==> src/design/spj_pkg.sv <==
// Shared constants, types and saturation helper for the stereo projection Jacobian core.
package spj_pkg;

  localparam int FRAC_BITS  = 16;
  localparam int NUM_WORDS  = 24;
  localparam int NUM_VALUES = 16;
  localparam int DIV_STEPS  = 64;

  localparam int PROD_W = 66;

  typedef logic signed [31:0]       word_t;
  typedef logic signed [32:0]       mul_op_t;
  typedef logic signed [PROD_W-1:0] prod_t;
  typedef logic signed [63:0]       num_t;

  localparam word_t WORD_MAX = 32'sh7FFF_FFFF;
  localparam word_t WORD_MIN = -32'sh7FFF_FFFF - 32'sd1;

  // Register indexes on the configuration port
  typedef enum logic [1:0] {
    REG_FOCAL = 2'd0,
    REG_PU    = 2'd1,
    REG_PV    = 2'd2,
    REG_NONE  = 2'd3
  } reg_idx_t;

  // Divider handshake
  typedef struct packed {
    logic  start;
    num_t  num;
    word_t den;
  } div_req_t;

  typedef struct packed {
    logic  done;
    word_t quo;
  } div_rsp_t;

  // Clamp a wide signed value into 32 bits
  function automatic word_t sat_wide(input prod_t v);
    word_t r;
    if (v > prod_t'(WORD_MAX)) begin
      r = WORD_MAX;
    end else if (v < prod_t'(WORD_MIN)) begin
      r = WORD_MIN;
    end else begin
      r = v[31:0];
    end
    return r;
  endfunction

endpackage

==> src/design/spj_mul.sv <==
// Shared signed 33x33 multiplier with a registered product.
module spj_mul
  import spj_pkg::*;
(
  input  logic    clk,
  input  mul_op_t op_a,
  input  mul_op_t op_b,
  output prod_t   prod
);

  always_ff @(posedge clk) begin
    prod <= PROD_W'(op_a) * PROD_W'(op_b);
  end

endmodule

==> config.mk <==
export PLATFORM = sky130hd
export DESIGN_NAME = spj_mul
export DESIGN_NICKNAME = d
export VERILOG_FILES = /design/src/design/spj_pkg.sv /design/src/design/spj_mul.sv
export SDC_FILE = /design/constraint.sdc
export NUM_CORES = 2
export LEC_CHECK = 0
export ABC_AREA = 0
export BUFFER_PORTS_ARGS = -buffer_cell sky130_fd_sc_hd__buf_2
export CELL_PAD_IN_SITES_DETAIL_PLACEMENT = 0
export CELL_PAD_IN_SITES_GLOBAL_PLACEMENT = 1
export CORE_AREA = 2 2 273 275
export DETAILED_ROUTE_END_ITERATION = 8
export DIE_AREA = 0 0 275 277
export PLACE_DENSITY = 0.95
export SETUP_SLACK_MARGIN = 0.5
export SYNTH_ARGS = -nofsm -noshare
export SYNTH_HDL_FRONTEND = slang
export SYNTH_SLANG_ARGS = --single-unit
==> constraint.sdc <==
create_clock -name clk -period 22.2 [get_ports clk]
set_clock_uncertainty 0.15 [all_clocks]
set_input_delay 2.22 -clock clk [delete_from_list [all_inputs] [get_ports clk]]
set_output_delay 2.22 -clock clk [all_outputs]
set_load 0.02 [all_outputs]
Word level (Yosys, flattened, before mapping)
Index checks and enable logic that the tools add are counted.

word-level totals
  bits in registers = 66
  bits of input ports = 67
  output and inout bits = 66
  word-level logic and storage cells = 2

cells by class
  multiply operators = 1

operator list
  cell                                            number
  33-bit by 33-bit multiplier with 66-bit output  1

Longest topological paths before layout
  word-level depth = 1
  depth in mapped cells = 27
  mapped depth without buffers = 26

Worst setup path before layout
OpenSTA, ideal clock, no wires.

  path kind = input to register
  start = input port op_a[32]
  end = register prod[62]
  arrival time = 9.377 ns
  data required time = 21.971 ns
  slack = 12.594 ns
  stages on the path = 23
  path through = clkbuf_1 -> nand2_1 -> inv_1 -> fa_1 -> fa_1 -> fa_1 -> fa_1 -> fa_1 -> fa_1 -> fa_1 -> inv_1 -> fa_1 -> inv_1 -> ha_1 -> clkbuf_1 -> and3_1 -> nand3_1 -> nand2b_1 -> a2111oi_4 -> a211oi_4 -> a21o_2 -> a21o_1 -> a211oi_2

on the way
  cells in the longest elaborated chain, start to end = 1

ends and longest elaborated chain
  element                                         RTL line       source
  start, declared                                 spj_mul.sv:6   input mul_op_t op_a,
  33-bit by 33-bit multiplier with 66-bit output  spj_mul.sv:12  prod <= PROD_W'(op_a) * PROD_W'(op_b);
  end signal, assigned                            spj_mul.sv:12
  end, declared                                   spj_mul.sv:8   output prod_t prod

No other way between the ends.

Final worst setup path
  start = input port op_b[6]
  end = register prod[64]

on the way
  cells in the longest elaborated chain, start to end = 1

ends and longest elaborated chain
  element                                         RTL line       source
  start, declared                                 spj_mul.sv:7   input mul_op_t op_b,
  33-bit by 33-bit multiplier with 66-bit output  spj_mul.sv:12

No other way between the ends.

==> impl_summary.md <==
CTS
The H-tree level count is 3. Once the clock tree was built, the resizer swapped 0 gates to a different size. In this run, post-CTS hold repair placed 0 buffers. The number of buffers inserted during clock tree synthesis is 9. The clock sink count is 66. The clock input transition at the sequential cells of the worst setup and hold paths is 80 ps.

The maximum root-to-sink buffer count is 2. In this run the post-CTS setup repair buffer count came out at 0. The clock tree from TritonCTS is done. The root buffer cell chosen for the clock tree is sky130_fd_sc_hd__clkbuf_16.

Setup path
The startpoint-to-endpoint class of the critical path is in2reg. The arrival time of the worst setup path is 10870 ps. STA classifies the critical path startpoint as an input port. The peak fanout along the critical path is 33. Data on the critical path is required at its endpoint by 22350 ps. The kind of end point of the critical path is a flip-flop.

Final layout
In the final layout, the registers with the most flip-flops are prod: 66 flops. The footprint of the multi-input gates is 34300 µm². Summing all flip-flop and latch instances after layout gives 1320 µm². The growth of design area from synthesis to finish is 3.55%. The flip-flop count of the largest register after layout is 66.

Fill cells in the final layout number 6391. The register with the most flip-flops is prod. The final layout net count is 5704. Of the cells placed in the final design, the portion with a size suffix greater than 1 is 4.67%.

STA
The post-route clock period utilization is 48.3%. The worst hold slack is 2330 ps. Setup violations remaining at the end of the flow were counted as 0. The actual slew at the worst max-slew pin is 1200 ps. The worst-case setup margin in the final layout is 11480 ps. The number of max-slew violations in the final report is 0. The setup TNS is 0 ps. Setup repair after global routing left no endpoint under its margin. In this run the tightest slew margin relative to its limit is 19.9%. The highest clock rate is 0.0933 GHz.

For the finished layout, the period the worst path requires is 10720 ps. The number of hold violations in the final report is 0.

Global route
The initial antenna violation count is 4. The total overflow left after global routing is 0. The number of global-route vias before repair is 31800. The global-route wire length before repair is 177000 µm. In the global route stage, overall resource usage came out at 30.1%. The maximum number of pins on one net before global-route repair is 34.

Drt
The DRC violation count after routing is 0. The number of vias in the routed layout is 28700. After detailed routing, the number of vias per cell comes to 5.46. The routed length per placed instance is 20.3 µm. The routed wire length is 107000 µm. The remaining antenna violation count after routing is 0. For this run, the detailed router's first-pass iteration total came to 5. The detailed router finished its first iteration with 1954 violations.

Die
From left edge to right edge, the die measures 275 µm. The starting density of the core is 55.4%. For this design the top-level I/O count stands at 133.

Measured along the y axis, the die boundary spans 277 µm. The area of the placeable core is 73600 µm². The floorplan step defined a die boundary enclosing 76200 µm².

The number of standard-cell rows in the floorplan is 100.

Yosys
During synthesis, Yosys emitted a total of 0 warnings. The post-synthesis cell type count is 80. By area the synthesized netlist is led by sky130_fd_sc_hd__fa_1 56%, sky130_fd_sc_hd__inv_1 10%, sky130_fd_sc_hd__and2_1 8.6%.

After synthesis the netlist holds a flip-flop and latch count of 66. The library cell occupying the most area in the post-synthesis netlist is sky130_fd_sc_hd__fa_1. The average instance area after synthesis is 9.39 µm².

Sorting the synthesized cells by how often they occur yields 1145 x sky130_fd_sc_hd__fa_1, 1131 x sky130_fd_sc_hd__inv_1, 562 x sky130_fd_sc_hd__and2_1. Among all flip-flop cells after synthesis, the most frequent one is sky130_fd_sc_hd__dfxtp_1. The most repeated cell in the gate-level netlist after synthesis is sky130_fd_sc_hd__fa_1. The async set or reset register ratio after synthesis is 0%. Counting every net in the synthesized netlist gives 5767.

In this run, synthesis inferred 0 flip-flops with an integrated enable. The synthesized netlist occupies a cell area of 40700 µm². The proportion of synthesized chip area in sequential cells is 3.24%.

Synthesis produced a netlist whose cell count is 4338. The top-area cell type share of the netlist area is 56.3%.

Hold path
The type of the tightest min-delay check is in2reg. The number of cells traversed by the worst hold path is 3. The worst min-delay path endpoint is prod[0]. The start point of the worst min-delay path is op_a[0].

Placed design
The final RePlAce weighted congestion is 0.929. Detailed placement ended at an HPWL of 88100 µm. The post-place setup slack is 11150 ps.

The number of I/O port buffers is 132.

Run
The tool flagged a number of max-cap violations equal to 0.

Run status
The run finished with clean final reports.
[cells in the final DEF, fill, tap and decap left out, drive strengths merged, types with 3 or more instances in the layout]
| cell type | synthesis | final |
|---|---|---|
| inv | 1131 | 1131 |
| xor2 | 25 | 25 |
| ha | 217 | 217 |
| nor2 | 68 | 68 |
| and3 | 6 | 6 |
| nand2b | 12 | 12 |
| xnor2 | 43 | 43 |
| a31oi | 9 | 9 |
| o21a | 6 | 6 |
| nor3 | 7 | 7 |
| o31ai | 7 | 7 |
| nor4 | 3 | 3 |
| a211o | 6 | 6 |
| a211oi | 11 | 11 |
| nand2 | 551 | 551 |
| dfxtp | 66 | 66 |
| fa | 1145 | 1145 |
| a221oi | 3 | 3 |
| nand4 | 12 | 12 |
| or3 | 3 | 3 |
| o21ai | 33 | 33 |
| and2 | 563 | 563 |
| a21boi | 3 | 3 |
| nor2b | 5 | 5 |
| diode | 0 | 6 |
| and4 | 5 | 5 |
| clkbuf | 208 | 9 |
| buf | 13 | 147 |
| a21oi | 61 | 61 |
| or2 | 3 | 3 |
| nand3 | 26 | 26 |
| o211ai | 5 | 5 |
| clkinv | 0 | 5 |
| o21bai | 11 | 11 |
| a21o | 38 | 38 |
[per-stage QoR]
step	area (µm²)	utilization (%)	std cells
floorplan	40700	-	4338
global placement	41900	56.9	5233
detailed placement	41900	56.9	5233
CTS	42200	57.3	5249
global route	42200	57.3	5249
finish	42200	57.3	5255
[layer usage]
layer	global-route usage (%)	part of all wire (%)	wire length, µm
met5	0	0.022	23
met4	9.67	3.5	3740
met3	5.52	8.4	8920
met2	48.3	48	51400
met1	41.8	40	42500
[critical path: stages]
cell,delay (ps)
sky130_fd_sc_hd__buf_2,610
sky130_fd_sc_hd__nand2_1,290
sky130_fd_sc_hd__inv_1,160
sky130_fd_sc_hd__fa_1,440
sky130_fd_sc_hd__fa_1,540
sky130_fd_sc_hd__inv_1,140
sky130_fd_sc_hd__fa_1,580
sky130_fd_sc_hd__inv_1,80
sky130_fd_sc_hd__fa_1,1200
sky130_fd_sc_hd__fa_1,580
sky130_fd_sc_hd__fa_1,530
sky130_fd_sc_hd__fa_1,520
sky130_fd_sc_hd__inv_1,50
sky130_fd_sc_hd__fa_1,470
sky130_fd_sc_hd__inv_1,50
sky130_fd_sc_hd__ha_1,440
sky130_fd_sc_hd__nand4_1,210
sky130_fd_sc_hd__nor3_1,760
sky130_fd_sc_hd__o311ai_4,370
sky130_fd_sc_hd__nand3_2,260
sky130_fd_sc_hd__a211oi_1,90
sky130_fd_sc_hd__a311oi_1,230
[worst max path at each step]
stage / start / end / slack (ps) / cells after the start
finish: op_b[6] / prod[64] / 11480 / 22
global route: op_b[7] / prod[60] / 11210 / 22
CTS: op_a[32] / prod[64] / 11490 / 20
detailed placement: op_a[32] / prod[64] / 11150 / 20
global placement: op_a[32] / prod[64] / 11120 / 20
floorplan: op_a[32] / prod[62] / 12590 / 23
[cell type report]
cell class	count	share of cell area, %
Multi-Input combinational cell	2920	81.4
Inverter	1131	10.1
Sequential cell	66	3.13
Tap cell	969	2.87
Timing Repair Buffer	147	1.83
Clock buffer	9	0.534
Clock inverter	7	0.166
Antenna cell	6	0.0356
[cells by family after synthesis]
logic type / Yosys count / synth area share [%]
fa+ha+maj: 1362 / 62.9
buf+inv: 1352 / 12.5
xor+xnor: 68 / 1.46
simple gates: 1271 / 15.8
compound gates: 219 / 4.07
flops: 66 / 3.24
Power is not shown: default switching activity piles up to over one toggle a cycle in this logic, so the estimate is an artifact.
