$ cat config.mk
export PLATFORM = sky130hd
export DESIGN_NAME = spj_div
export DESIGN_NICKNAME = d
export VERILOG_FILES = /design/src/design/spj_pkg.sv /design/src/design/spj_div.sv
export SDC_FILE = /design/constraint.sdc
export NUM_CORES = 1
export LEC_CHECK = 0
export BUFFER_PORTS_ARGS = -buffer_cell sky130_fd_sc_hd__buf_2
export CAP_MARGIN = 20
export CORE_MARGIN = 5
export CORE_UTILIZATION = 40
export CTS_CLUSTER_SIZE = 12
export DETAILED_ROUTE_END_ITERATION = 6
export GPL_TIMING_DRIVEN = 0
export HOLD_SLACK_MARGIN = 0.02
export PLACE_DENSITY_LB_ADDON = 0.08
export RECOVER_POWER = 100
export SYNTH_ARGS = -nofsm -noshare
export SYNTH_HDL_FRONTEND = slang
export SYNTH_SLANG_ARGS = --single-unit
$ cat constraint.sdc
create_clock -name clk -period 6.05 [get_ports clk]
set_input_delay 0.3025 -clock clk [delete_from_list [all_inputs] [get_ports clk]]
set_output_delay 0.3025 -clock clk [all_outputs]
set_load 0.02 [all_outputs]
$ cat src/design/spj_pkg.sv
// Shared constants, types and saturation helper for the stereo projection Jacobian core.
package spj_pkg;

  localparam int FRAC_BITS  = 16;
  localparam int NUM_WORDS  = 24;
  localparam int NUM_VALUES = 16;
  localparam int DIV_STEPS  = 64;

  localparam int PROD_W = 66;

  typedef logic signed [31:0]       word_t;
  typedef logic signed [32:0]       mul_op_t;
  typedef logic signed [PROD_W-1:0] prod_t;
  typedef logic signed [63:0]       num_t;

  localparam word_t WORD_MAX = 32'sh7FFF_FFFF;
  localparam word_t WORD_MIN = -32'sh7FFF_FFFF - 32'sd1;

  // Register indexes on the configuration port
  typedef enum logic [1:0] {
    REG_FOCAL = 2'd0,
    REG_PU    = 2'd1,
    REG_PV    = 2'd2,
    REG_NONE  = 2'd3
  } reg_idx_t;

  // Divider handshake
  typedef struct packed {
    logic  start;
    num_t  num;
    word_t den;
  } div_req_t;

  typedef struct packed {
    logic  done;
    word_t quo;
  } div_rsp_t;

  // Clamp a wide signed value into 32 bits
  function automatic word_t sat_wide(input prod_t v);
    word_t r;
    if (v > prod_t'(WORD_MAX)) begin
      r = WORD_MAX;
    end else if (v < prod_t'(WORD_MIN)) begin
      r = WORD_MIN;
    end else begin
      r = v[31:0];
    end
    return r;
  endfunction

endpackage

$ cat src/design/spj_div.sv
// Radix-2 restoring signed divider, truncating toward zero with 32-bit saturation.
module spj_div
  import spj_pkg::*;
(
  input  logic     clk,
  input  logic     rst,
  input  div_req_t req,
  output div_rsp_t rsp
);

  logic        busy;
  logic [5:0]  cnt;
  logic [31:0] rem;
  logic [63:0] qsh;
  logic [31:0] dmag;
  logic        neg;

  logic [32:0] rem_sh;
  logic        bit_q;
  logic [31:0] rem_next;
  logic [63:0] qsh_next;
  word_t       fin;

  always_comb begin
    rem_sh = {rem, qsh[63]};
    bit_q  = (rem_sh >= {1'b0, dmag});
    rem_next = bit_q ? 32'(rem_sh - {1'b0, dmag}) : rem_sh[31:0];
    qsh_next = {qsh[62:0], bit_q};
    if (neg) begin
      fin = (qsh_next > 64'h8000_0000) ? WORD_MIN : word_t'(-qsh_next[31:0]);
    end else begin
      fin = (qsh_next > 64'h7FFF_FFFF) ? WORD_MAX : word_t'(qsh_next[31:0]);
    end
  end

  always_ff @(posedge clk) begin
    if (rst) begin
      busy     <= 1'b0;
      rsp.done <= 1'b0;
      cnt      <= '0;
    end else begin
      rsp.done <= 1'b0;
      if (req.start) begin
        if (req.den == 32'sd0) begin
          rsp.done <= 1'b1;
          if (req.num > 64'sd0) begin
            rsp.quo <= WORD_MAX;
          end else if (req.num < 64'sd0) begin
            rsp.quo <= WORD_MIN;
          end else begin
            rsp.quo <= 32'sd0;
          end
        end else begin
          busy <= 1'b1;
          cnt  <= '0;
          rem  <= '0;
          qsh  <= req.num[63] ? 64'(-req.num) : 64'(req.num);
          dmag <= req.den[31] ? 32'(-req.den) : 32'(req.den);
          neg  <= req.num[63] ^ req.den[31];
        end
      end else if (busy) begin
        rem <= rem_next;
        qsh <= qsh_next;
        cnt <= cnt + 6'd1;
        if (cnt == 6'(DIV_STEPS - 1)) begin
          busy     <= 1'b0;
          rsp.done <= 1'b1;
          rsp.quo  <= fin;
        end
      end
    end
  end

endmodule

# --- Yosys cells after proc, flatten, opt, wreduce, memory -nomap -nowiden ---
# Cells that the tools add are included.
word_totals:
  register_bits: 169
  latch_bits: 0
  mem_bits_rw: 0
  mem_bits_ro: 0
  output_inout_bits: 33
  wordCells: 57
  memories: 0
classes:
  add_sub_neg: 5
  n_mul: 0
  n_div: 0
  n_lt_le_gt_ge: 5
  eq_ne: 3
  n_shift: 0
  mux: 25
  n_bitwise: 3
  reduce_logical: 7
op_table:
  columns: ["op", "count"]
  rows:
  - ["$mux 32", 9]
  - ["$mux 64", 4]
  - ["$mux 33", 4]
  - ["$gt 64x1->1 const B", 1]
  - ["$gt 64x31->1 const B", 1]
  - ["$gt 64x32->1 const B", 1]
  - ["$lt 64x1->1 const B", 1]
  - ["$neg 32->32", 2]
  - ["$neg 64->64", 1]
  - ["$ge 33x32->1", 1]
  - ["$logic_not 32->1", 1]
  - ["$sub 32x32->32", 1]
  - ["$mux 31", 1]
  - ["$mux 6", 3]
  - ["$add 6x1->6 const B", 1]
  - ["$eq 6x6->1 const B", 1]
  - ["$reduce_and 3->1", 2]
  - ["$mux 1", 4]
  - ["$reduce_and 4->1", 1]
  - ["$reduce_bool 2->1", 2]
  - ["$ne 2x1->1 const B", 1]
  - ["$ne 2x2->1 const B", 1]
  - ["$not 1->1", 2]
  - ["$reduce_and 2->1", 1]
  - ["$xor 1x1->1", 1]

# --- Longest topological paths before layout ---
depth:
  ltp_word: 7
  mapped_depth: 21

# --- Worst setup path after synthesis ---
# OpenSTA, ideal clock, no wires.
synth_path:
  path_type: "input to register"
  startpoint: "in req[0] (netlist bit)"
  endpoint: "reg qsh[0], enable pin"
  setup_time_ns: 0.552
  arrival_time_ns: 5.185
  t_required_ns: 5.498
  path_slack_ns: 0.312
  stages: 7
  cell_sequence: "inv_1 -> ha_1 -> nor3b_1 -> nand4b_4 -> o31ai_1 -> and2_1 -> nor2_1"
synth_via:
  elab_chain_cells: 3
synth_lines:
  columns: ["item", "line", "source"]
  rows:
  - ["start: declaration", "spj_div.sv:7", "input div_req_t req,"]
  - ["$logic_not 32->1", "spj_div.sv:44", "if (req.den == 32'sd0) begin"]
  - ["$ne 2x2->1 (no source line)", null, null]
  - ["$reduce_and 3->1 (no source line)", null, null]
  - ["end signal: assignment", "spj_div.sv:57", "qsh <= req.num[63] ? 64'(-req.num) : 64'(req.num);"]
  - ["end signal: assignment", "spj_div.sv:63", "qsh <= qsh_next;"]
  - ["end: declaration", "spj_div.sv:14", "logic [63:0] qsh;"]
# Every way passes these cells.
# A chain may end at the register's enable or synchronous reset.

# --- Worst setup path after layout ---
layout_path:
  startpoint: "reg rem[5]"
  endpoint: "reg rsp[29] (netlist bit), data pin"
layout_via:
  elab_chain_cells: 7
  word_cells_on_any_way: 10
layout_lines:
  columns: ["item", "line", "source"]
  rows:
  - ["start: declaration", "spj_div.sv:13", "logic [31:0] rem;"]
  - ["start signal: assignment", "spj_div.sv:62", "rem <= rem_next;"]
  - ["$ge 33x32->1 (*)", "spj_div.sv:26", "bit_q = (rem_sh >= {1'b0, dmag});"]
  - ["$gt 64x31->1 (tied with other cells)", "spj_div.sv:32", "fin = (qsh_next > 64'h7FFF_FFFF) ? WORD_MAX : word_t'(qsh_next[31:0]);"]
  - ["$mux 32 (on tied branches)", "spj_div.sv:32, spj_div.sv:30", null]
  - ["$mux 32 (*)", "spj_div.sv:29", "if (neg) begin"]
  - ["$mux 33 (*)", "spj_div.sv:65", "if (cnt == 6'(DIV_STEPS - 1)) begin"]
  - ["$mux 33 (*)", "spj_div.sv:61", "end else if (busy) begin"]
  - ["$mux 33 (*)", "spj_div.sv:43", "if (req.start) begin"]
  - ["end: declaration", "spj_div.sv:8", "output div_rsp_t rsp"]
# Mark *: on every way between the ends. The rest lies on a longest branch, timed or not. The select of a mux whose other input is x is not followed.

==> flow_summary.toml <==
[worst_setup_path]
r2r-start = "rem[5]"
worstPathCellList = "ha_1 > a21oi_1 > o21ai_0 > a221oi_2 > buf_4 > a211oi_2 > o31ai_4 > o21ai_2 > inv_4 > buf_4 > ha_1 > or3b_2 > nor4b_2 > nand4_1 > or4_1 > o211ai_1 > inv_2 > o41ai_1"
slowest_stage = "or4_1"
r2r_cells = 18
crit_end_element = "register"
crit_path_max_fanout = 11
startpoint_type = "register"
critPathLaunch = "rem[5]"
timing.critical_path.max_delay_family = "compound AO/OA/AOI/OAI gates"
timing.critical_path.slowest_cell_delay_ps = 530
endpoint_of_the_lowest_slack_register_to_register_path = "rsp[29]"
timing.reg2reg.setup_slack_ps = 360
required_time_at_the_endpoint_of_the_critical_path_ps = 6270
critical_path.endpoint = "rsp[29]"
critPathKind = "reg -> reg"
critical_path.n_buffers_inverters = 4
cp.arrival_ps = 5920
crit_cells = 18

[die]
ios = 132
die_area_um2 = 31900
core_region_area_um2 = 27900
die-height_um = 179
core.rowCount = 61
initial_utilization_pct = 40.8
die_x_um = 179

[timing]
fin_crit_ps = 5690
final_min_period_over_clock_period_pct = 94.1
timing.max_slew.rel_slack_pct = -21.5
worst_pin_slew_ps = 1820
finalHoldViolations = 0
setup_total_negative_slack_ps = 0
max_fclk_mhz = 176
maxSlewViolCount = 118
unrepaired_setup_endpoints_after_global_routing = "no"
worst_clock_skew_ps = 15.8
finalSetupViolCount = 0
final.setup.worst_slack_ps = 356

[synth]
synth_enable_flop_cells = 161
syn-mean-instance-area_um2 = 9.31
postSynth.topFlopCell = "edfxtp_1"
postSynthRegisterBits = 169
synth-async-reset-ratio_pct = 0
synth_cell_type_count = 68
synth.yosys.warnings = 0
seq_area_frac_synth_pct = 43.9
postSynthNetCount = 1359
postSynthCellCount = 1223
syn_area_um2 = 11400

[global_routing]
grt_max_degree = 34
globalRoute.totalOverflow = 0
grt_first_pass_wirelength_um = 53000
number_of_global_route_vias_before_repair = 9610
initial_antenna_violation_count = 2
global_route_usage_sum_pct = 21.1

[placement]
io_buffers = 130
post-place-ws_ps = -1630
dp.final_hpwl_um = 25700
dpl-instance-area_um2 = 12700
gp_congestion = 0.933

[clock_network]
insertion_delay_ps = 430
cts_root_buf = "clkbuf_16"
clk_path_buf_depth = 2
numCtsBuffers = 17
clk_transition_reported_paths_ps = 80
cts.htree.levels = 4
cts.sink_count = 169
cts_tree = "done"

[finish]
multi_input_comb_area_um2 = 5990
seqCellArea_um2 = 4990
mostFrequentLayoutCell = "edfxtp_1"
postLayoutCellArea_um2 = 13100
area_growth_pct = 14.8
mostFrequentLayoutCells = "edfxtp_1 (161), nor2_1 (124), a21oi_1 (119), nand2_1 (104), clkbuf_1 (98)"
drive_gt1_share_pct = 11.0
fillCellCount = 2805
layout.nets = 1516

[power_and_ir_drop]
swShare_pct = 31.6
power.static_leakage_nw = 4.64
p_int_mw = 2.19
power_frac_clock_pct = 32.8
fin_total_pwr_mw = 3.20
power_density_nw_per_um2 = 245
share_seq_of_total_power_pct = 44.5
vdd_ir_drop_max_v = 0.000175
share_comb_of_total_power_pct = 22.7
power.switching_mw = 1.01

[detailed_routing]
drtIter0Drc = 832
post_drt_wl_per_cell_um = 19.1
drc_errors = 0
final_antenna_net_count = 0
detailedRoute.firstPassIterationCount = 5
finalWirelength_um = 33800
vias = 10088
vias_per_cell = 5.69

[outcome]
status = "finished, violations left"
failed_checks = "max-capacitance violations, max-slew violations"

[job]
max_cap_viol_count = 4

[hold_path]
hold_wc_path_type = "in -> reg"
## final cells by class
cell class                 count  area share, %
antenna                        2         0.0383
buffer                        55           1.70
clock buffer                  18           3.28
clock inverter                14          0.861
inverter                      54           1.57
multi-input combinational    944           45.8
sequential                   169           38.2
tap                          378           3.62
timing repair buffer         139           4.88
## synthesized netlist by cell type, types with 5 or more instances
library cell	count	area (um2)
o41ai_1	16	140
xnor2_1	39	342
nand2b_1	14	87.6
edfxtp_1	161	4830
o22ai_1	11	68.8
nor2b_1	6	37.5
nor2_1	124	465
nor4_1	21	131
ha_1	36	450
or3_1	22	138
o31ai_1	32	240
o21a_1	5	37.5
a31oi_1	8	50.1
dfxtp_1	8	160
or2_2	7	43.8
a21o_1	16	120
nor3_1	31	155
o21ai_0	79	395
and3_1	5	31.3
nand2_1	104	390
nand4_1	14	87.6
inv_1	54	203
nand3_1	18	90.1
a21oi_1	119	596
clkbuf_1	49	184
mux2_2	7	78.8
or4_1	26	195
nand3b_1	5	37.5
o211ai_1	10	75.1
a211oi_1	16	120
xor2_1	80	701
## registers in the layout (all words and copies together), names as in the netlist
name and flops:
rem 32, cnt 6, neg 1, busy 1
dmag 32, rsp 33, qsh 64
## repair_timing
item / CTS / global route
hold endpoints to repair: 0 / 0
hold buffers: 0 / 0
pin swaps: 1 / 1
setup buffers: 1 / 1
setup endpoints to repair: 32 / 31
resized for setup: 8 / 7
## stage by stage
stage          hold slack (ps)  instances  util (%)
2_1_floorplan              401       1223         -
3_3_place_gp               478       1731      44.8
3_5_place_dp               480       1738      45.3
4_1_cts                    128       1770      47.4
5_1_grt                    186       1771      46.8
6_report                   182       1773      46.8
## power groups by stage
stage | logic [mW] | registers, mW | clock network (mW)
after global placement | 0.703 | 1.45 | 0
after CTS | 0.730 | 1.42 | 1.07
after floorplan | 0.493 | 1.43 | 0
final | 0.727 | 1.42 | 1.05
after global routing | 0.810 | 1.43 | 1.11
after detailed placement | 0.717 | 1.45 | 0
## how the worst min path moves through the flow
stage / slack (ps) / from / to / cells after the start
after floorplan: 400 / req[0] / dmag[0] / 0
after global placement: 480 / busy / busy / 2
after detailed placement: 480 / busy / busy / 2
after CTS: 130 / req[0] / dmag[0] / 1
after global routing: 190 / req[25] / dmag[25] / 2
final: 180 / req[30] / dmag[30] / 2
## cells by family after synthesis
| family | Yosys count | synth area share (%) |
|---|---|---|
| adder cells (fa/ha/maj) | 37 | 4.13 |
| AND/OR/NAND/NOR | 419 | 18.4 |
| AO/OA/AOI/OAI | 360 | 19.9 |
| multiplexers | 9 | 0.868 |
| flip-flops | 169 | 43.9 |
| XOR/XNOR | 119 | 9.15 |
| buffers and inverters | 110 | 3.71 |
## layer usage
metal / track usage [%] / routed length [um]
met3: 3.04 / 2100
met1: 31.8 / 16100
met2: 31.5 / 14900
met5: 0 / 0
met4: 6.59 / 673
Power figures use the tool's default switching activity.
